--- src/hdl/lcir_pkg.sv ---
`timescale 1ns / 1ps

package lcir_pkg;

    localparam int SEQ_W = 32;
    localparam int OPC_W = 15;
    localparam int PC_W = 64;
    localparam int LAT_W = 8;

    localparam logic ACT_ACCEPT = 1'b0;
    localparam logic ACT_TICK = 1'b1;
    localparam logic signed [15:0] BUBBLE_OPCODE = -16'sd1;

    typedef struct packed {
        logic             action;
        logic [SEQ_W-1:0] seq_num;
        logic [OPC_W-1:0] opcode;
        logic [PC_W-1:0]  pc;
        logic [LAT_W-1:0] exec_latency;
    } in_item_t;

    typedef struct packed {
        logic               is_bubble;
        logic [SEQ_W-1:0]   retired_seq;
        logic signed [15:0] retired_opcode;
        logic [PC_W-1:0]    retired_pc;
        logic               overflow;
        logic               last_slot;
    } out_item_t;

    typedef enum logic [1:0] {
        ST_IDLE,
        ST_SEARCH,
        ST_EMIT
    } state_t;

    typedef struct packed {
        logic do_accept;
        logic do_countdown;
        logic do_search;
        logic do_retire;
    } dp_cmd_t;

    typedef struct packed {
        logic hit;
    } dp_status_t;

endpackage

--- src/hdl/lcir_ctrl.sv ---
`timescale 1ns / 1ps

module lcir_ctrl #(
    parameter int RETIRE_WIDTH = 4
) (
    input  logic                clk,
    input  logic                rst_n,
    input  logic                in_fire,
    input  logic                in_action,
    input  logic                out_fire,
    output logic                busy,
    output logic                out_valid,
    output logic                last_slot,
    output lcir_pkg::dp_cmd_t   cmd
);
    import lcir_pkg::*;

    localparam int SW = (RETIRE_WIDTH > 1) ? $clog2(RETIRE_WIDTH) : 1;

    state_t        state_reg, state_next;
    logic [SW-1:0] slot_reg, slot_next;
    logic          last;

    assign last = (slot_reg == SW'(RETIRE_WIDTH - 1));

    always_comb
    begin
        state_next = state_reg;
        slot_next = slot_reg;
        unique case (state_reg)
            ST_IDLE:
            begin
                if (in_fire && in_action == ACT_TICK)
                begin
                    state_next = ST_SEARCH;
                    slot_next = '0;
                end
            end
            ST_SEARCH:
                state_next = ST_EMIT;
            ST_EMIT:
            begin
                if (out_fire)
                begin
                    if (last)
                        state_next = ST_IDLE;
                    else
                    begin
                        state_next = ST_SEARCH;
                        slot_next = slot_reg + SW'(1);
                    end
                end
            end
            default:
                state_next = ST_IDLE;
        endcase
    end

    always_comb
    begin
        cmd = '0;
        busy = 1'b1;
        out_valid = 1'b0;
        unique case (state_reg)
            ST_IDLE:
            begin
                busy = 1'b0;
                cmd.do_accept = in_fire && in_action == ACT_ACCEPT;
                cmd.do_countdown = in_fire && in_action == ACT_TICK;
            end
            ST_SEARCH:
                cmd.do_search = 1'b1;
            ST_EMIT:
            begin
                out_valid = 1'b1;
                cmd.do_retire = out_fire;
            end
            default:
                busy = 1'b1;
        endcase
    end

    assign last_slot = last;

    always_ff @(posedge clk or negedge rst_n)
    begin
        if (!rst_n)
        begin
            state_reg <= ST_IDLE;
            slot_reg <= '0;
        end
        else
        begin
            state_reg <= state_next;
            slot_reg <= slot_next;
        end
    end

    a_out_only_emit: assert property (@(posedge clk) disable iff (!rst_n)
        out_valid |-> state_reg == ST_EMIT) else $error("output valid outside emit");
    a_search_then_emit: assert property (@(posedge clk) disable iff (!rst_n)
        state_reg == ST_SEARCH |=> state_reg == ST_EMIT) else $error("search not followed by emit");
    a_no_accept_busy: assert property (@(posedge clk) disable iff (!rst_n)
        busy |-> !cmd.do_accept) else $error("accept while busy");

endmodule

--- config.mk ---
export PLATFORM = sky130hd
export DESIGN_NAME = lcir_ctrl
export DESIGN_NICKNAME = d
export VERILOG_FILES = /design/src/hdl/lcir_pkg.sv /design/src/hdl/lcir_ctrl.sv
export SDC_FILE = /design/constraint.sdc
export NUM_CORES = 1
export LEC_CHECK = 0
export BUFFER_PORTS_ARGS = -buffer_cell sky130_fd_sc_hd__buf_4
export CELL_PAD_IN_SITES_DETAIL_PLACEMENT = 1
export CELL_PAD_IN_SITES_GLOBAL_PLACEMENT = 1
export CORE_AREA = 2 2 39 41
export DETAILED_ROUTE_END_ITERATION = 8
export DIE_AREA = 0 0 41 43
export PLACE_DENSITY_LB_ADDON = 0.1
export SYNTH_ARGS = -nofsm -noshare
export SYNTH_HDL_FRONTEND = slang
export SYNTH_SLANG_ARGS = --single-unit
export TNS_END_PERCENT = 100
--- constraint.sdc ---
create_clock -name clk -period 3.4 [get_ports clk]
set_input_delay 0.68 -clock clk [delete_from_list [all_inputs] [get_ports clk]]
set_output_delay 0.68 -clock clk [all_outputs]
set_load 0.02 [all_outputs]
## Word level (Yosys, flattened, before mapping)

Index checks and enable logic that the tools add are counted.

| word-level totals | value |
|---|---|
| bits in registers | 4 |
| output and inout bits | 7 |

| operators by class | value |
|---|---|
| add/sub/neg operators | 1 |
| equal/unequal tests | 6 |
| muxes and demuxes | 13 |
| bitwise operators | 1 |
| reductions and logical operators | 6 |

Operator list:

| operator | count |
|---|---|
| 2-to-1 mux 2 bit | 6 |
| inequality test 2 bit, second input constant | 3 |
| case mux 2 bit (3 select lines) | 1 |
| 2-to-1 mux 1 bit | 5 |
| equality test 2 bit, second input constant | 2 |
| case mux 2 bit (2 select lines) | 1 |
| AND reduction 4 bit | 1 |
| adder 2 x 1 -> 2 bit, second input constant | 1 |
| equality test 2 x 1 -> 1 bit, second input constant | 1 |
| logical AND 1 bit | 2 |
| zero test 2 bit | 1 |
| AND reduction 2 bit | 1 |
| nonzero test 2 bit | 1 |
| NOT 1 bit | 1 |

## Longest topological paths before layout

| logic depth | value |
|---|---|
| depth in word-level cells | 4 |
| gate-level depth with buffers | 4 |
| mapped depth without buffers | 4 |

## Worst setup path after synthesis

Ideal clock, no wire load.

| path | value |
|---|---|
| kind | register -> output |
| start | reg state_reg[1] |
| end | out cmd[3] (netlist name) |
| data arrival time | 1.218 ns |
| data required time | 2.720 ns |
| slack | 1.502 ns |
| stages on the path, launching flop included | 3 |
| buffers on the path | 0 |
| cells stage by stage | dfrtp_1 -> or2_4 -> nor3b_1 |

RTL lines:

| item | RTL line | text |
|---|---|---|
| start, declared | lcir_ctrl.sv:20 | `state_t state_reg, state_next;` |
| start signal, assigned | lcir_ctrl.sv:94 | `state_reg <= state_next;` |
| end, declared | lcir_ctrl.sv:14 | `output lcir_pkg::dp_cmd_t cmd` |

==> results by group <==
Worst setup path
  • Max FO, Critical Path: 4
  • CP top delay family: simple AND/OR/NAND/NOR gates
  • Critical Path Start Type: flip-flop
  • Slowest CP cell: dfrtp_1
  • Largest stage delay on the critical path: about 0.39 ns
  • CP Cell Sequence: or2_4 > nor3b_1 > buf_4
  • Crit. End Element: output port
  • Critical path type: reg -> out
  • Buf+Inv Stages, Crit Path: 1
  • Arr. time, crit path: 1.28 ns
  • Required time worst endpoint: 2.72 ns

Timing
  • Max Freq: 0.510 GHz
  • Hold WS: about 0.24 ns
  • Hold Vio Cnt, Final: 0
  • Pins Over Slew Limit: 0
  • Minimum clock period: between 1.5 and 2 ns
  • Final setup vio count: 0
  • Slew @ Worst Pin: 0.180 ns
  • Unrepaired setup endpoints after global routing: false
  • Setup TNS: 0 ns
  • Clock skew: ~0.0020 ns
  • Headroom to the max-slew limit: roughly 90%
  • Fin crit share: around 58%

Synthesis
  • Post-synthesis sequential area ratio: a little under half
  • Yosys cell types: 15
  • Mapped Cells: 20
  • Yosys warnings: 0
  • Mapped cell area: ~220 µm²
  • Post-Synthesis Net Count: 26
  • Post-synthesis register bit count: 4
  • Syn_area_per_cell: 11.0 µm²

Route
  • Via count: approximately 180
  • DRT iter0 DRCs: 0
  • Vias per inst: 3.65
  • DRC errors left: 0
  • DRT Pass-1 Iters: 1
  • Antenna Violating Nets Remaining: 0
  • Wirelength per Cell: ~9.5 µm
  • Wirelength, routed: around 470 µm

Clock network
  • Reg clk slew, reported paths: ~0.040 ns
  • Clock Tree Buf Depth: 2
  • Hold buffer count at cts: 0
  • CTS tree: done
  • Root Buffer: clkbuf_4
  • Num CTS Buffers: 3
  • H-Tree Depth: 1
  • Skew-Pair Late Insertion Delay: approximately 0.23 ns
  • CTS Sinks: 4
  • # resized after CTS: 0
  • Number of post-CTS setup repair buffers: 0

Floorplan
  • Core footprint: about 1400 µm²
  • Initial Util: 15.9%
  • Die width: around 41 µm
  • Die H: between 40 and 50 µm
  • Die area: 1760 µm²
  • Row count: 14
  • IO Count: 12

GRT
  • First-pass GRT wire length: 779 µm
  • Vias in the first global route: roughly 190
  • Pin count of the biggest net entering global routing: 5
  • Total global routing overflow: 0
  • Antenna violations before repair: 0
  • GR Util All Layers: under 10%

Placed design
  • GP Congestion: roughly 0.63
  • Port bufs: 11
  • Detail Placement HPWL: between 300 and 400 µm

Power
  • Pwr per Cell Area: 864 nW/µm²
  • Psw: about 110 µW
  • Internal Pwr Total: around 190 µW
  • Clock network fraction of design power: between 10% and 20%
  • Reg power frac: between 20% and 30%
  • Peak VDD IR: between 200 and 300 µV
  • Leak: 0.000192 µW
  • Switching share of power: 36.6%
  • Comb pwr share: between 50% and 60%

Finish
  • Area grow syn2layout: 53.4%
  • Diodes inserted: 0
  • Final #Nets: 41
  • Share of cells above drive strength 1: a little under 50%

Job
  • Max Cap Violations: 0

Status
  • Outcome: complete, no violations

Min path
  • Hold WC Path Type: in -> async
## Yosys cell counts
| master | n | area (µm²) |
|---|---|---|
| and4bb_1 | 1 | 12.5 |
| buf_4 | 1 | 7.51 |
| nand2_1 | 1 | 3.75 |
| nor3b_1 | 1 | 7.51 |
| a22o_1 | 1 | 8.76 |
| a21o_1 | 1 | 7.51 |
| nor2b_1 | 2 | 12.5 |
| or2_4 | 1 | 8.76 |
| inv_1 | 2 | 7.51 |
| and2_1 | 1 | 6.26 |
| dfrtp_1 | 4 | 100 |
| mux2_2 | 1 | 11.3 |
| nor2_1 | 1 | 3.75 |
| ha_1 | 1 | 12.5 |
| o21ba_1 | 1 | 10.0 |
## layout by cell type (no fill, tap or decap)
cell type	netlist	layout
buf_4	1	11
dfrtp_1	4	4
clkbuf_4	0	3
nor2b_1	2	2
inv_1	2	2
or2_4	1	1
and2_1	1	1
nor3b_1	1	1
nand2_1	1	1
and4bb_1	1	1
o21ba_1	1	1
a22o_1	1	1
mux2_2	1	1
a21o_1	1	1
nor2_1	1	1
ha_1	1	1
## through the flow
stage / instance area, µm² / power (µW) / worst slack [ns] / util, % / instances
6_report: 338 / 292 / 1.44 / 24.4 / 49
3_3_place_gp: 315 / 234 / 1.60 / 22.8 / 46
5_1_grt: 338 / 322 / 1.32 / 24.4 / 49
4_1_cts: 338 / 301 / 1.41 / 24.4 / 49
2_1_floorplan: 220 / 186 / 1.50 / - / 20
3_5_place_dp: 315 / 239 / 1.56 / 22.8 / 46
## path summary, 6_finish.rpt
path,from,to,slack (ns),depth (start not counted)
min in group clk,slot_reg[1],slot_reg[1],0.51,1
hold reg to reg,slot_reg[1],slot_reg[1],0.51,1
max in group asynchronous,rst_n,slot_reg[0],3.06,1
hold / removal,rst_n,state_reg[1],0.24,1
setup / recovery,state_reg[1],cmd[3],1.44,3
setup reg to reg,slot_reg[0],slot_reg[0],1.94,4
## power by group through the flow
stage	Sequential [µW]	Combinational, µW	Clock, µW
floorplan	79.3	107	0
global placement	82.2	152	0
finish	82.9	152	57.1
global route	85.3	169	67.8
CTS	83.4	156	61.5
detailed placement	83.8	155	0
## layer usage
| metal | track usage (%) | up-vias | share of wire (%) |
|---|---|---|---|
| li1 | - | 93 | - |
| met1 | 7.49 | 77 | 41 |
| met2 | 8.75 | 9 | 47 |
| met3 | 5.24 | 0 | 12 |
| met4 | 8.00 | 0 | 0 |
| met5 | 0 | - | 0 |
## worst reg2reg max path, stage by stage, from the launching register on
cell and delay (ns):
dfrtp_1 0.38, ha_1 0.21, and4bb_1 0.30, o21ba_1 0.19
mux2_2 0.26
## cell type report
class                           count  area, µm²
Sequential cell                     4        100
Fill cell                         167       1050
Timing Repair Buffer               11       82.6
Tap cell                           16       20.0
Inverter                            2       7.51
Clock buffer                        3       22.5
Multi-Input combinational cell     13        105
## logic make-up (layout without fill, tap and decap cells)
group	after synthesis	count (layout)	synth area share (%)
buf+inv	3	16	6.82
mux	1	1	5.11
simple gates	8	8	25.0
compound gates	3	3	11.9
flops	4	4	45.5
fa+ha+maj	1	1	5.68
Power figures use the tool's default switching activity.
